### config.mk
export PLATFORM = sky130hd
export DESIGN_NAME = whm_cell
export DESIGN_NICKNAME = d
export VERILOG_FILES = /design/src/rtl/core/whm_pkg.sv /design/src/rtl/core/whm_cell.sv
export SDC_FILE = /design/constraint.sdc
export NUM_CORES = 1
export LEC_CHECK = 0
export ABC_AREA = 1
export BUFFER_PORTS_ARGS = -buffer_cell sky130_fd_sc_hd__buf_2
export CORE_MARGIN = 5
export CORE_UTILIZATION = 56
export DETAILED_ROUTE_END_ITERATION = 10
export PLACE_DENSITY_LB_ADDON = 0.2
export SLEW_MARGIN = 20
export SYNTH_ARGS = -nofsm -noshare
export SYNTH_HDL_FRONTEND = slang
export SYNTH_SLANG_ARGS = --single-unit
### constraint.sdc
create_clock -name clk -period 4.1 [get_ports clk]
set_input_delay 0.41 -clock clk [delete_from_list [all_inputs] [get_ports clk]]
set_output_delay 0.41 -clock clk [all_outputs]
set_load 0.005 [all_outputs]
### src/rtl/core/whm_pkg.sv
// Shared types, sizes and the weight table for the window hash matcher.
// Used by every module under rtl/core; depends on nothing.
`default_nettype none

package whm_pkg;

  localparam int MAX_WINDOW = 64;
  localparam int MAX_LENGTH = 1048576;

  localparam longint unsigned HASH_PRIME = 64'd1000000007;
  localparam longint unsigned HASH_BASE  = 64'd1009;

  localparam int SYM_W   = 8;
  localparam int HASH_W  = 30;
  localparam int KLEN_W  = 7;
  localparam int START_W = 20;

  localparam int WIN_IDX_W = (MAX_WINDOW > 1) ? $clog2(MAX_WINDOW) : 1;
  localparam int KEFF_W    = $clog2(MAX_WINDOW + 1);
  localparam int POS_W     = $clog2(MAX_LENGTH + 1);

  localparam int TREE_LEVELS = $clog2(MAX_WINDOW);
  localparam int TREE_LEAVES = 1 << TREE_LEVELS;
  localparam int PROD_W      = HASH_W + SYM_W;
  localparam int SUM_W       = PROD_W + TREE_LEVELS;
  localparam int RED_STEPS   = SUM_W - HASH_W + 1;

  // product, tree, reduction, queue write, queue head
  localparam int LATENCY     = TREE_LEVELS + RED_STEPS + 4;
  localparam int QUEUE_AW    = $clog2(LATENCY + 1);
  localparam int QUEUE_DEPTH = 1 << QUEUE_AW;
  localparam int CREDIT_W    = QUEUE_AW + 1;

  typedef struct packed {
    logic [SYM_W-1:0] symbol;
    logic             last;
  } sym_req_t;

  typedef struct packed {
    logic               match;
    logic [START_W-1:0] start_index;
    logic               not_found;
  } res_req_t;

  typedef struct packed {
    logic               valid;
    logic               elig;
    logic               last;
    logic [START_W-1:0] start;
  } meta_t;

  typedef logic [HASH_W-1:0] weight_arr_t [MAX_WINDOW];

  function automatic weight_arr_t weight_init();
    weight_arr_t     w;
    longint unsigned acc;
    acc = 64'd1;
    for (int i = 0; i < MAX_WINDOW; i++) begin
      w[i] = acc[HASH_W-1:0];
      acc  = (acc * HASH_BASE) % HASH_PRIME;
    end
    return w;
  endfunction

  localparam weight_arr_t WEIGHT = weight_init();

endpackage

`default_nettype wire

### src/rtl/core/whm_cell.sv
// One window cell: holds a symbol, hands it on when the window shifts,
// and registers its weighted product. Depends on whm_pkg.
`default_nettype none

module whm_cell (
  input  logic                       clk,
  input  logic                       rst,
  input  logic                       shift,
  input  logic [whm_pkg::SYM_W-1:0]  sym_in,
  input  logic [whm_pkg::HASH_W-1:0] coef_in,
  output logic [whm_pkg::SYM_W-1:0]  sym_out,
  output logic [whm_pkg::PROD_W-1:0] prod
);

  logic [whm_pkg::SYM_W-1:0]  sym;
  logic [whm_pkg::HASH_W-1:0] coef;

  always_ff @(posedge clk) begin
    if (rst) begin
      sym <= '0;
    end else if (shift) begin
      sym <= sym_in;
    end
  end

  always_ff @(posedge clk) begin
    coef <= coef_in;
    prod <= whm_pkg::PROD_W'(coef) * whm_pkg::PROD_W'(sym);
  end

  assign sym_out = sym;

endmodule

`default_nettype wire

==> results.py <==
metrics = {
    "clocking": {
        "clk_transition_reported_paths_ns": 0.06,
        "clk_root_buffer_cell": "clkbuf_16",
        "clock_insertion_delay_worst_skew_ns": 0.36,
        "tritoncts.num_buffers": 9,
        "ctsLongestPathBuffers": 2,
        "clock_tree_from_tritoncts": "yes",
        "tritoncts_num_sinks": 76,
        "htree_levels": 3,
    },
    "placement": {
        "dpl-instance-area_sq_mm": 0.0114,
        "port_buffers": 86,
        "gp_congestion": 0.925,
        "detailed_place_hpwl_mm": 19.3,
    },
    "logic_synthesis": {
        "number_of_nets_in_the_synthesized_netlist": 1658,
        "syn-mean-instance-area_sq_um": 7.26,
        "synth.cell_area_sq_mm": 0.0101,
        "ys_seq_area_share_pct": 15.1,
        "post_synth_num_cell_types": 26,
        "ys_warn_count": 0,
        "synthesis.instances": 1391,
        "postSynthRegisterBits": 76,
    },
    "global_routing": {
        "groute.usage.overall_pct": 24.9,
        "first_global_vias": 9028,
        "grt_first_pass_wirelength_mm": 40.8,
        "overflow": 0,
        "antenna_violations_before_repair": 0,
        "grt_start_max_net_pins": 33,
    },
    "sta": {
        "final-max-slew-violation-count": 0,
        "timing.fmax_mhz": 239,
        "worst_slew_margin_rel_pct": 76.6,
        "grt_setup_unrepaired": "yes",
        "final_min_period_over_clock_period_pct": 102,
        "finalHoldWorstSlack_ns": 0.148,
        "setup_viol_count_final": 6,
        "timing.setup.tns_ns": -0.159,
        "worstMarginPinSlew_ns": 0.350,
        "clock_skew_ns": 0.00610,
        "report.final.hold_viol_count": 0,
        "layout_min_cycle_time_ns": 4.19,
        "post-route-worst-setup-slack_ns": -0.0897,
    },
    "worst_hold_path": {
        "hold_path.class": "primary input to register",
    },
    "job": {
        "max_capacitance_violation_total": 0,
    },
    "status": {
        "outcome": "finished, violations left",
        "failing_checks": "setup timing",
    },
    "pwr": {
        "max-vdd-ir-drop_mv": 0.212,
        "power_density_mw_per_mm2": 322,
        "power.leakage_nw": 8.10,
    },
    "critical_path": {
        "cp_required_ns": 4.34,
        "path_max_fanout": 5,
        "worstSetupEndpointType": "register",
        "worstPathArrival_ns": 4.43,
        "critical_path_class": "register to register",
        "worstSetupStartpointType": "register",
    },
    "floorplan": {
        "design.die.area_sq_mm": 0.0208,
        "rows": 49,
        "starting_density_of_the_core_pct": 56.6,
        "design.portCount": 87,
        "core_area_sq_mm": 0.0178,
        "die_h_um": 144,
        "die_w_um": 144,
    },
    "finish": {
        "drive_gt1_share_pct": 28.4,
        "final_common_cell": "inv_1",
        "insertedDiodeCount": 0,
        "final_cell_area_sq_mm": 0.0130,
        "most-common-layout-cells": "384 x inv_1, 371 x nand2_1, 159 x fa_1, 95 x buf_4, 86 x buf_2",
        "syn2layout_area_growth_pct": 29.1,
        "final_core_util_pct": 73.1,
        "design.final.nets": 1823,
        "fillers": 1310,
    },
    "route": {
        "drt_wl_total_mm": 27.6,
        "post_drt_wl_per_cell_um": 15.4,
        "detail_route.drc_violations": 0,
        "detailed_route_iter0_violations": 601,
        "ant_nets": 0,
        "vias_per_cell": 5.01,
        "via_count": 8973,
        "first_pass_iters": 5,
    },
}
==> state kept, by name, indices dropped and copies added (netlist names) <==
register,flops
prod,38
sym_out,8
coef,30
==> logic make-up (layout without fill, tap and decap cells) <==
logic type / Yosys count / in the layout / synth area share (%)
simple gates: 535 / 535 / 21.6
flops: 76 / 76 / 15.1
xor+xnor: 18 / 18 / 1.56
fa+ha+maj: 226 / 226 / 40.5
compound gates: 69 / 69 / 3.56
buf+inv: 467 / 637 / 17.7
==> per-layer routing <==
| metal | vias up | GRT usage (%) | wire length (um) |
|---|---|---|---|
| met5 | - | 0 | 0 |
| met3 | 106 | 3.67 | 1400 |
| met4 | 0 | 12.6 | 1450 |
| met2 | 298 | 46.8 | 14800 |
| li1 | 4220 | - | - |
| met1 | 4349 | 27.2 | 9960 |
==> synthesized netlist by cell type, drive strengths merged <==
| cell type | number | share of area, % |
|---|---|---|
| nand4 | 4 | 0.25 |
| nor3 | 8 | 0.51 |
| buf | 2 | 0.074 |
| inv | 411 | 15 |
| o21bai | 3 | 0.22 |
| ha | 58 | 7.2 |
| xor2 | 15 | 1.3 |
| nor2 | 57 | 2.4 |
| clkbuf | 54 | 2.4 |
| a21oi | 45 | 2.3 |
| dfxtp | 76 | 15 |
| o21ai | 20 | 0.99 |
| nand2 | 441 | 17 |
| fa | 168 | 33 |
| o21a | 1 | 0.074 |
| xnor2 | 3 | 0.26 |
| nand3 | 25 | 1.4 |
==> power by group <==
group	switching, mW	internal [mW]
combinational	1.28	1.11
sequential	0.0712	0.907
clock	0.339	0.490
total	1.69	2.51
==> per-stage QoR <==
| step | std cells | total power [mW] | setup slack, ns |
|---|---|---|---|
| 2_1_floorplan | 1391 | 2.02 | 0.0330 |
| 3_3_place_gp | 1748 | 2.75 | -0.128 |
| 3_5_place_dp | 1748 | 2.77 | -0.158 |
| 4_1_cts | 1768 | 3.69 | -0.00128 |
| 5_1_grt | 1790 | 4.49 | -0.227 |
| 6_report | 1790 | 4.20 | -0.0897 |
==> critical path: stages (launching register included) <==
cell and delay [ns]:
dfxtp_4 0.43, buf_4 0.14, nand2_1 0.04, inv_1 0.07, fa_1 0.44, fa_1 0.51, fa_1 0.50, inv_1 0.05
fa_1 0.50, inv_1 0.07, ha_4 0.31, buf_4 0.11, nand2_2 0.09, nor2_4 0.15, nand3_1 0.11, nand3_2 0.12
nand2_2 0.08, nand2_4 0.10, nand2_2 0.08, nand3_1 0.08, nand2_1 0.08
==> cell type report <==
class,count,area (sq um),share of cell area [%]
flip-flops and latches,76,1560,12.0
well taps,229,287,2.20
multi-input cells,848,7690,59.0
clock buffers,13,250,1.92
repair buffers,210,1650,12.7
clock inverters,3,46.3,0.355
inverters,411,1550,11.9
==> timing repair <==
item	in CTS	in global routing
endpoints found under the hold margin	0	0
endpoints found under the setup margin	25	28
hold buffers	0	0
gates resized for setup	28	234
gates cloned	1	4
pin swaps	4	53
buffers inserted	3	18
==> final timing paths <==
path	startpoint	end	slack [ns]	cells after the start
setup / recovery	sym_out[2]	prod[28]	-0.09	20
hold / removal	coef_in[23]	coef[23]	0.15	1
setup reg to reg	sym_out[2]	prod[28]	-0.09	20
hold reg to reg	sym_out[0]	sym_out[0]	0.59	2
Note: power is estimated with default switching activity, not from simulation.
