**src/rtl/core/whm_pkg.sv**
```systemverilog
// Shared types, sizes and the weight table for the window hash matcher.
// Used by every module under rtl/core; depends on nothing.
`default_nettype none

package whm_pkg;

  localparam int MAX_WINDOW = 64;
  localparam int MAX_LENGTH = 1048576;

  localparam longint unsigned HASH_PRIME = 64'd1000000007;
  localparam longint unsigned HASH_BASE  = 64'd1009;

  localparam int SYM_W   = 8;
  localparam int HASH_W  = 30;
  localparam int KLEN_W  = 7;
  localparam int START_W = 20;

  localparam int WIN_IDX_W = (MAX_WINDOW > 1) ? $clog2(MAX_WINDOW) : 1;
  localparam int KEFF_W    = $clog2(MAX_WINDOW + 1);
  localparam int POS_W     = $clog2(MAX_LENGTH + 1);

  localparam int TREE_LEVELS = $clog2(MAX_WINDOW);
  localparam int TREE_LEAVES = 1 << TREE_LEVELS;
  localparam int PROD_W      = HASH_W + SYM_W;
  localparam int SUM_W       = PROD_W + TREE_LEVELS;
  localparam int RED_STEPS   = SUM_W - HASH_W + 1;

  // product, tree, reduction, queue write, queue head
  localparam int LATENCY     = TREE_LEVELS + RED_STEPS + 4;
  localparam int QUEUE_AW    = $clog2(LATENCY + 1);
  localparam int QUEUE_DEPTH = 1 << QUEUE_AW;
  localparam int CREDIT_W    = QUEUE_AW + 1;

  typedef struct packed {
    logic [SYM_W-1:0] symbol;
    logic             last;
  } sym_req_t;

  typedef struct packed {
    logic               match;
    logic [START_W-1:0] start_index;
    logic               not_found;
  } res_req_t;

  typedef struct packed {
    logic               valid;
    logic               elig;
    logic               last;
    logic [START_W-1:0] start;
  } meta_t;

  typedef logic [HASH_W-1:0] weight_arr_t [MAX_WINDOW];

  function automatic weight_arr_t weight_init();
    weight_arr_t     w;
    longint unsigned acc;
    acc = 64'd1;
    for (int i = 0; i < MAX_WINDOW; i++) begin
      w[i] = acc[HASH_W-1:0];
      acc  = (acc * HASH_BASE) % HASH_PRIME;
    end
    return w;
  endfunction

  localparam weight_arr_t WEIGHT = weight_init();

endpackage

`default_nettype wire

```
**src/rtl/core/whm_mod_reduce.sv**
```systemverilog
// Pipelined reduction modulo the hash prime: one shifted compare and
// subtract per stage. Depends on whm_pkg.
`default_nettype none

module whm_mod_reduce (
  input  logic                       clk,
  input  logic                       rst,
  input  logic [whm_pkg::SUM_W-1:0]  sum_in,
  input  whm_pkg::meta_t             meta_in,
  output logic [whm_pkg::HASH_W-1:0] hash,
  output whm_pkg::meta_t             meta_out
);

  logic [whm_pkg::SUM_W-1:0] val [whm_pkg::RED_STEPS];
  whm_pkg::meta_t            meta_q [whm_pkg::RED_STEPS];

  for (genvar s = 0; s < whm_pkg::RED_STEPS; s++) begin : g_step
    localparam logic [whm_pkg::SUM_W-1:0] MOD_SHIFTED =
      whm_pkg::SUM_W'(whm_pkg::HASH_PRIME << (whm_pkg::RED_STEPS - 1 - s));
    logic [whm_pkg::SUM_W-1:0] src;

    if (s == 0) begin : g_first
      assign src = sum_in;
    end else begin : g_rest
      assign src = val[s-1];
    end

    always_ff @(posedge clk) begin
      val[s] <= (src >= MOD_SHIFTED) ? src - MOD_SHIFTED : src;
    end
  end

  always_ff @(posedge clk) begin
    if (rst) begin
      for (int s = 0; s < whm_pkg::RED_STEPS; s++) begin
        meta_q[s] <= '0;
      end
    end else begin
      meta_q[0] <= meta_in;
      for (int s = 1; s < whm_pkg::RED_STEPS; s++) begin
        meta_q[s] <= meta_q[s-1];
      end
    end
  end

  assign hash     = val[whm_pkg::RED_STEPS-1][whm_pkg::HASH_W-1:0];
  assign meta_out = meta_q[whm_pkg::RED_STEPS-1];

endmodule

`default_nettype wire

```
**config.mk**
```make
export PLATFORM = sky130hd
export DESIGN_NAME = whm_mod_reduce
export DESIGN_NICKNAME = d
export VERILOG_FILES = /design/src/rtl/core/whm_pkg.sv /design/src/rtl/core/whm_mod_reduce.sv
export SDC_FILE = /design/constraint.sdc
export NUM_CORES = 1
export LEC_CHECK = 0
export ABC_CLOCK_PERIOD_IN_PS = 6500
export BUFFER_PORTS_ARGS = -buffer_cell sky130_fd_sc_hd__buf_2
export CORE_MARGIN = 2
export CORE_UTILIZATION = 35
export CTS_BUF_LIST = sky130_fd_sc_hd__clkbuf_2 sky130_fd_sc_hd__clkbuf_4 sky130_fd_sc_hd__clkbuf_8
export DETAILED_ROUTE_END_ITERATION = 16
export GPL_TIMING_DRIVEN = 0
export PLACE_DENSITY = 0.57
export SLEW_MARGIN = 5
export SYNTH_ARGS = -nofsm -noshare
export SYNTH_HDL_FRONTEND = slang
export SYNTH_SLANG_ARGS = --single-unit
```
**constraint.sdc**
```tcl
create_clock -name clk -period 6.5 [get_ports clk]
set_clock_uncertainty 0.05 [all_clocks]
set_input_delay 0.975 -clock clk [delete_from_list [all_inputs] [get_ports clk]]
set_output_delay 0.975 -clock clk [all_outputs]
set_load 0.01 [all_outputs]
```
==> qor.csv <==
stage;metric;value;unit
yosys;synth_area;35400;um2
clock_tree;path_clk_slew;0.06;ns
global_route;antenna_found_initial;5;
route;wire_per_inst;13.4;um
pwr;p_per_area;489;nW/um2
clock_tree;cts_tree;built;
worst_setup_path;cpMostUsedCell;clkbuf_1;
clock_tree;root_buffer;clkbuf_8;
yosys;yosys_warnings;0;
worst_setup_path;start_kind;flip-flop;
worst_setup_path;crit_arrival;4.24;ns
yosys;ys_ff_latch;991;
worst_setup_path;cp_top_family;compound AO/OA/AOI/OAI gates;
sta;hold_violations;0;
global_route;grt_pass1_vias;23229;
finish;area_growth;15.9;%
clock_tree;cts_resized;0;
clock_tree;cts_sinks;991;
sta;period_minus_slack;3.60;ns
sta;rsz0062_at_grt;no;
worst_setup_path;cpPeakStageDelay;0.91;ns
clock_tree;clk_latency;0.82;ns
sta;timing.final.crit_share;0.554;
route;wl;69400;um
clock_tree;cts_made_buffers;161;
finish;drive_gt1_frac;0.115;
yosys;async_flop_share;0;
floorplanning;dieArea;104000;um2
yosys;synth.top_cell.area_share;0.561;
sta;whs;0.234;ns
sta;max_freq;278;MHz
yosys;synthFlopType;dfxtp_1;
clock_tree;post_cts_buffers;0;
placement;hpwl;52400;um
sta;slew-limit-headroom;0.244;
finish;instances_no_fill;5178;
route;antenna_left;0;
worst_setup_path;cp_num_buf_inv;2;
worst_setup_path;critPathKind;flip-flop to flip-flop;
pwr;irDropWorstVdd;0.195;mV
yosys;synth_area_leader_cell;dfxtp_1;
placement;dp_cells;4899;
placement;io_buffers;119;
placement;gp_congestion;0.909;
yosys;ys_seq_area_frac;0.561;
sta;worst_pin_slew;1.12;ns
route;vias;23564;
route;firstDrtPassIters;7;
yosys;ys_types;82;
worst_setup_path;crit_required;7.14;ns
global_route;overflow;0;
yosys;synthCells;3481;
floorplanning;dieHeight;322;um
worst_setup_path;crit_path_end_kind;flip-flop;
floorplanning;initial_core_util;0.353;
yosys;ys_top_cells_by_area;dfxtp_1 (56%), xnor2_1 (7.1%), nor2b_1 (6.4%), xor2_1 (5.4%), nand2_1 (3.1%);
floorplanning;boundaryPins;122;
clock_tree;h-tree-depth;4;
clock_tree;cts_buffer_depth;3;
floorplanning;rows;116;
run;maxCapViolCount;0;
min_path;hold_class;input pin to flip-flop;
global_route;grt_pass1_wl;114000;um
yosys;synth_edf_count;0;
clock_tree;postCtsHoldBufs;0;
sta;setup_viol;0;
route;drc;0;
sta;tns;0;ns
floorplanning;die_w;322;um
floorplanning;core_region_area;100000;um2
yosys;syn-num-nets;3565;
worst_setup_path;crit_chain;ha_1, a2111oi_1, a32oi_1, nand4_1, and3_1, clkbuf_1, clkbuf_1, nor2_1, xor2_1;
finish;final_nets;3848;
pwr;p_leak;0.0164;uW
route;first_iter_violations;1041;
global_route;grt_use_total;0.134;
worst_setup_path;worst-path-max-fanout;10;
run_status;status;finished, final reports clean;
finish;final_util;0.409;
sta;slew_viol_final;0;
route;viasPerCell;4.55;
worst_setup_path;crit_path_top_delay_cell;a2111oi_1;
yosys;avgSynthCellArea;10.2;um2
global_route;grt_max_degree;17;
-- layout by cell type, fill, tap and decap left out, drive strengths merged, types with 101 or more instances in the layout --
master	n
nand3	133
clkbuf	324
dfxtp	991
nor2b	359
xor2	217
nand2	295
buf	130
nor3	101
nor2	222
xnor2	288
-- layer usage --
metal	global-route usage	share of wire	vias up	wire [um]
li1	-	-	12459	-
met1	0.148	0.42	10524	29400
met2	0.240	0.50	407	34900
met3	0.0306	0.037	174	2600
met4	0.0657	0.036	0	2530
met5	0	0	-	0
-- worst register-to-register path: stages, from the launching register on --
cell	delay [ns]
dfxtp_1	0.34
ha_1	0.25
a2111oi_1	0.91
a32oi_1	0.38
nand4_1	0.21
and3_1	0.16
clkbuf_1	0.40
clkbuf_1	0.47
nor2_1	0.14
xor2_1	0.17
-- where the power goes --
group	total (uW)	switching, uW	internal (uW)
Sequential	9420	1620	7800
Clock	5470	2310	3160
Combinational	5140	2650	2490
-- kinds of logic after synthesis --
group	after synthesis	share of synthesized area
compound gates	422	0.0809
xor+xnor	505	0.125
fa+ha+maj	15	0.00531
buf+inv	112	0.0126
flops	991	0.561
mux	2	0.000637
simple gates	1434	0.214
-- path summary, 6_finish.rpt --
kind            endpoint  depth (start not counted)       start  slack, ns
min reg2reg   val[0][52]                          0   val[0][8]       0.27
max reg2reg  val[1][116]                          9  val[1][48]       2.90
max          val[1][116]                          9  val[1][48]       2.90
min           val[0][11]                          1  sum_in[11]       0.23
-- state kept, by name, indices dropped and copies added (netlist names) --
signal and cells:
meta_q 345, val 646
-- cells in the mapped netlist, types with 14 or more instances --
master    number
a21o_1        25
a211oi_1      27
ha_1          15
a31oi_1       40
nor2_1       221
a311oi_1      14
o21ai_0       79
a21boi_0      14
nand3b_1      23
nor3_1       101
nor4_1        62
dfxtp_1      991
inv_1         21
or3_1         21
xnor2_1      288
o21a_1        16
nand4_1       44
and3_1        35
nand2_1      295
clkbuf_1      80
nand2b_1      27
and2_1        26
a21oi_1       89
nand3_1      133
nor2b_1      359
or4_1         22
xor2_1       217
-- cell type report --
cell class                 instances  area, um2
clock buffer                     243       3050
buffer                            91        368
fill                            9967      59100
timing repair buffer             120        603
multi-input combinational       2378      15100
tap                             1298       1620
clock inverter                    35        343
inverter                          21       78.8
sequential                       991      19800
antenna                            1       2.50
-- metrics by stage --
step	total power [uW]	cell area (um2)	setup WS [ns]
CTS	20300	41000	2.62
floorplan	13300	35400	3.10
global placement	14700	37600	2.07
detailed placement	14700	37600	2.33
global route	21500	41000	2.69
finish	20000	41000	2.90
Power figures use the tool's default switching activity.
