===== config.mk =====
export PLATFORM = sky130hd
export DESIGN_NAME = whm_result_queue
export DESIGN_NICKNAME = d
export VERILOG_FILES = /design/src/rtl/core/whm_pkg.sv /design/src/rtl/core/whm_result_queue.sv
export SDC_FILE = /design/constraint.sdc
export NUM_CORES = 1
export LEC_CHECK = 0
export ABC_AREA = 1
export BUFFER_PORTS_ARGS = -buffer_cell sky130_fd_sc_hd__buf_4
export CAP_MARGIN = 40
export CORE_MARGIN = 5
export CORE_UTILIZATION = 35
export DETAILED_ROUTE_END_ITERATION = 7
export PLACE_DENSITY_LB_ADDON = 0.12
export REMOVE_ABC_BUFFERS = 1
export SETUP_SLACK_MARGIN = 0.4
export SYNTH_ARGS = -nofsm -noshare
export SYNTH_HDL_FRONTEND = slang
export SYNTH_SLANG_ARGS = --single-unit

===== constraint.sdc =====
create_clock -name clk -period 2.4 [get_ports clk]
set_input_delay 0.12 -clock clk [delete_from_list [all_inputs] [get_ports clk]]
set_output_delay 0.12 -clock clk [all_outputs]
set_load 0.005 [all_outputs]

===== src/rtl/core/whm_pkg.sv =====
// Shared types, sizes and the weight table for the window hash matcher.
// Used by every module under rtl/core; depends on nothing.
`default_nettype none

package whm_pkg;

  localparam int MAX_WINDOW = 64;
  localparam int MAX_LENGTH = 1048576;

  localparam longint unsigned HASH_PRIME = 64'd1000000007;
  localparam longint unsigned HASH_BASE  = 64'd1009;

  localparam int SYM_W   = 8;
  localparam int HASH_W  = 30;
  localparam int KLEN_W  = 7;
  localparam int START_W = 20;

  localparam int WIN_IDX_W = (MAX_WINDOW > 1) ? $clog2(MAX_WINDOW) : 1;
  localparam int KEFF_W    = $clog2(MAX_WINDOW + 1);
  localparam int POS_W     = $clog2(MAX_LENGTH + 1);

  localparam int TREE_LEVELS = $clog2(MAX_WINDOW);
  localparam int TREE_LEAVES = 1 << TREE_LEVELS;
  localparam int PROD_W      = HASH_W + SYM_W;
  localparam int SUM_W       = PROD_W + TREE_LEVELS;
  localparam int RED_STEPS   = SUM_W - HASH_W + 1;

  // product, tree, reduction, queue write, queue head
  localparam int LATENCY     = TREE_LEVELS + RED_STEPS + 4;
  localparam int QUEUE_AW    = $clog2(LATENCY + 1);
  localparam int QUEUE_DEPTH = 1 << QUEUE_AW;
  localparam int CREDIT_W    = QUEUE_AW + 1;

  typedef struct packed {
    logic [SYM_W-1:0] symbol;
    logic             last;
  } sym_req_t;

  typedef struct packed {
    logic               match;
    logic [START_W-1:0] start_index;
    logic               not_found;
  } res_req_t;

  typedef struct packed {
    logic               valid;
    logic               elig;
    logic               last;
    logic [START_W-1:0] start;
  } meta_t;

  typedef logic [HASH_W-1:0] weight_arr_t [MAX_WINDOW];

  function automatic weight_arr_t weight_init();
    weight_arr_t     w;
    longint unsigned acc;
    acc = 64'd1;
    for (int i = 0; i < MAX_WINDOW; i++) begin
      w[i] = acc[HASH_W-1:0];
      acc  = (acc * HASH_BASE) % HASH_PRIME;
    end
    return w;
  endfunction

  localparam weight_arr_t WEIGHT = weight_init();

endpackage

`default_nettype wire


===== src/rtl/core/whm_result_queue.sv =====
// Result queue with a registered head; parts the result side from the
// pipeline. Depends on whm_pkg.
`default_nettype none

module whm_result_queue (
  input  logic              clk,
  input  logic              rst,
  input  logic              wr_en,
  input  whm_pkg::res_req_t wr_data,
  input  logic              rd_en,
  output logic              head_valid,
  output whm_pkg::res_req_t head
);

  whm_pkg::res_req_t            mem [whm_pkg::QUEUE_DEPTH];
  logic [whm_pkg::QUEUE_AW-1:0] wr_ptr;
  logic [whm_pkg::QUEUE_AW-1:0] rd_ptr;
  logic [whm_pkg::QUEUE_AW:0]   count;
  logic [whm_pkg::QUEUE_AW:0]   count_next;
  logic                         pop;
  logic                         load;

  assign pop  = head_valid && rd_en;
  assign load = (count != '0) && (!head_valid || pop);

  always_comb begin
    count_next = count;
    if (wr_en) begin
      count_next = count_next + 1'b1;
    end
    if (load) begin
      count_next = count_next - 1'b1;
    end
  end

  always_ff @(posedge clk) begin
    if (wr_en) begin
      mem[wr_ptr] <= wr_data;
    end
    if (load) begin
      head <= mem[rd_ptr];
    end
  end

  always_ff @(posedge clk) begin
    if (rst) begin
      wr_ptr     <= '0;
      rd_ptr     <= '0;
      count      <= '0;
      head_valid <= 1'b0;
    end else begin
      if (wr_en) begin
        wr_ptr <= wr_ptr + 1'b1;
      end
      if (load) begin
        rd_ptr <= rd_ptr + 1'b1;
      end
      count <= count_next;
      if (load) begin
        head_valid <= 1'b1;
      end else if (pop) begin
        head_valid <= 1'b0;
      end
    end
  end

endmodule

`default_nettype wire


==> flow_summary_export.csv <==
group,metric,value,unit
finish,fin_nets,2746,
route,ant_nets,0,
yosys,synth_xor_xnor_area_share,0.0291,%
route,vias_per_cell,4.98,
route,wl_met3,5090,um
job,drv_cap,0,
timing,fin_skew,0.0241,ns
yosys,synth_top_family_by_area,"simple AND/OR/NAND/NOR gates",
pwr,finalPower,35.2,mW
pwr,power_density,995,nW/um^2
critical_path,endpoint_kind,"flip-flop",
floorplan,start_util,35.3,%
finish,num-fill-cells,8028,
finish,final_cell_area,35300,um^2
route,drt_wl_total,87800,um
clock_tree,clockBufferDepth,3,
timing,drv_slew,0,
timing,tightest_slew,0.744,ns
critical_path,cp_max_fo,50,
critical_path,path_cells,"inv_12, buf_4, nand2_1, nand3_1, nand3_1, nand2_1, nor2_1, nand2_1, nand2_1, inv_1",
critical_path,slowest_delay,0.47,ns
timing,rsz0062_at_grt,"true",
critical_path,cpMostUsedCell,"nand2_1",
yosys,ys_seq_area_share,73.6,%
critical_path,path_class,"reg -> reg",
worst_hold_path,hp-class,"in -> reg",
critical_path,crit_path_start_kind,"flip-flop",
clock_tree,clock_sinks,743,
grt,grt.total_usage,19.0,%
critical_path,cp_top_family,"simple AND/OR/NAND/NOR gates",
yosys,syn_avg_cell_area,11.6,um^2
placement,placed_area,32500,um^2
timing,period_share,83.5,%
floorplan,die_h,303,um
yosys,synth-simple-area-share,18.7,%
clock_tree,h-tree-depth,3,
route,drcViolationCount,0,
route,wl_per_cell,22.4,um
route,wl_met1,39700,um
yosys,synth_compound_area_share,4.03,%
grt,grt_pass1_vias,19000,
route,wl_met2,41000,um
yosys,synth-seq-cells,743,
timing,setup_violations,0,
clock_tree,post_cts_buffers,0,
route,first_pass_iters,6,
timing,tns,0,ns
timing,slew-limit-headroom,50.3,%
timing,hold_ws,0.296,ns
clock_tree,cts_buffers,81,
clock_tree,cts_tree,"done",
yosys,syn_area,30100,um^2
floorplan,pin_count,49,
grt,grt_first_pass_wirelength,129000,um
yosys,ys_types,21,
timing,fmax,0.499,GHz
yosys,yosys_warnings,0,
critical_path,cp.required,2.78,ns
grt,antenna_found_initial,0,
route,highest_layer,"met4",
route,num_vias,19500,
clock_tree,clk_latency,0.62,ns
run_status,status,"completed",
grt,grt_overflow_total,0,
clock_tree,root_buffer,"clkbuf_16",
pwr,peakVddDrop,0.597,mV
grt,grt_start_max_net_pins,95,
route,first_iter_violations,1566,
floorplan,rows,107,
floorplan,core,85300,um^2
critical_path,arrival,2.38,ns
yosys,synth_mux_area_share,0,%
critical_path,path_buf_inv,3,
timing,hold_viol,0,
placement,hpwl,49100,um
clock_tree,clk_pin_slew_worst_paths,0.06,ns
yosys,synthAdderAreaFrac,0.333,%
timing,layout_min_cycle_time,2.00,ns
yosys,syn-instance-count,2598,
floorplan,die-area,91900,um^2
placement,port_buffers,48,
finish,synthToLayoutAreaGrowth,17.4,%
finish,final_layout_size_suffix_gt1_share,10.8,%
floorplan,die_w,303,um
critical_path,cp_slowest_cell,"dfxtp_4",
pwr,p_leak,12.6,nW
placement,gp_congestion,0.783,
finish,fin_util,41.4,%
==> power by group <==
part | leakage [nW] | total, mW | switching [mW] | internal (mW)
clock network | 1.19 | 11.7 | 4.95 | 6.76
logic | 4.71 | 8.37 | 5.70 | 2.67
registers | 6.70 | 15.1 | 0.318 | 14.8
==> layer usage <==
layer  global-route usage, %  up-vias
met1                    27.3     9693
met3                    3.16      116
met5                       0        -
met2                    30.4      493
met4                    4.84        0
li1                        -     9202
==> what timing repair did <==
action,4_1_cts,5_1_grt
gates cloned,1,0
endpoints found under the hold margin,712,0
resized for setup,5,10
hold buffers,25,0
setup endpoints to repair,4,36
pin swaps,1,0
==> synth_stat cells <==
| cell type | n | share of area [%] |
|---|---|---|
| edfxtp_1 | 726 | 72 |
| nand2_1 | 677 | 8.4 |
| nor2_1 | 443 | 5.5 |
| nand3_1 | 276 | 4.6 |
| o21ai_0 | 104 | 1.7 |
| o21ai_1 | 80 | 1.3 |
| buf_2 | 70 | 1.2 |
| a21oi_1 | 58 | 0.96 |
| inv_1 | 48 | 0.60 |
| clkbuf_1 | 43 | 0.54 |
| dfxtp_1 | 17 | 1.1 |
| buf_6 | 16 | 0.60 |
| buf_1 | 10 | 0.12 |
| buf_4 | 8 | 0.20 |
| ha_1 | 8 | 0.33 |
| nor3_1 | 6 | 0.10 |
| inv_2 | 3 | 0.037 |
| nand4_1 | 2 | 0.042 |
| clkinv_1 | 1 | 0.012 |
| nor3b_1 | 1 | 0.025 |
| xor2_1 | 1 | 0.029 |
==> final cells by class <==
class                      count  area, um^2  share of cell area, %
sequential                   743       22200                   62.7
multi-input combinational   1656        7220                   20.4
clock buffer                 107        2170                   6.14
timing repair buffer         178        1860                   5.27
tap                         1144        1430                   4.05
clock inverter                35         270                  0.765
inverter                      52         220                  0.623
antenna                        1        2.50                0.00708
==> registers in the layout, summed over array words and instances (netlist names) <==
name	flops
rd_ptr	5
count	6
head_valid	1
wr_ptr	5
head	22
mem	704
==> placed cells by master (no fill, tap or decap), types with 32 or more instances in the layout <==
| cell | instances |
|---|---|
| clkbuf_16 | 83 |
| o21ai_0 | 104 |
| inv_1 | 46 |
| a21oi_1 | 58 |
| buf_12 | 32 |
| buf_4 | 114 |
| nand3_1 | 276 |
| nand2_1 | 673 |
| o21ai_1 | 80 |
| edfxtp_1 | 726 |
| nor2_4 | 33 |
| nor2_1 | 410 |
==> through the flow <==
| step | std cells | worst slack, ns |
|---|---|---|
| 6_report | 3916 | 0.396 |
| 3_5_place_dp | 3747 | 0.204 |
| 4_1_cts | 3915 | 0.435 |
| 3_3_place_gp | 3747 | 0.222 |
| 2_1_floorplan | 2451 | -10.99 |
| 5_1_grt | 3915 | 0.316 |
==> worst register-to-register path, stage by stage, from the launching register on <==
cell,delay [ns]
dfxtp_4,0.47
inv_12,0.14
buf_4,0.37
nand2_1,0.10
nand3_1,0.07
nand3_1,0.09
nand2_1,0.05
nor2_1,0.13
nand2_1,0.18
nand2_1,0.13
inv_1,0.05
==> kinds of logic (layout without fill, tap and decap cells) <==
family / after synthesis / after routing
simple gates: 1405 / 1405
flops: 743 / 743
xor+xnor: 1 / 1
other cells: 0 / 1
compound gates: 242 / 242
buf+inv: 199 / 372
fa+ha+maj: 8 / 8
==> worst paths after layout <==
check                  from  slack, ns  cells past startpoint        end
setup reg to reg  rd_ptr[0]       0.40                     10   head[18]
hold reg to reg   wr_ptr[2]       0.56                      1  wr_ptr[2]
setup / recovery  rd_ptr[0]       0.40                     10   head[18]
hold / removal          rst       0.30                      3  rd_ptr[2]
Power figures use the tool's default switching activity.
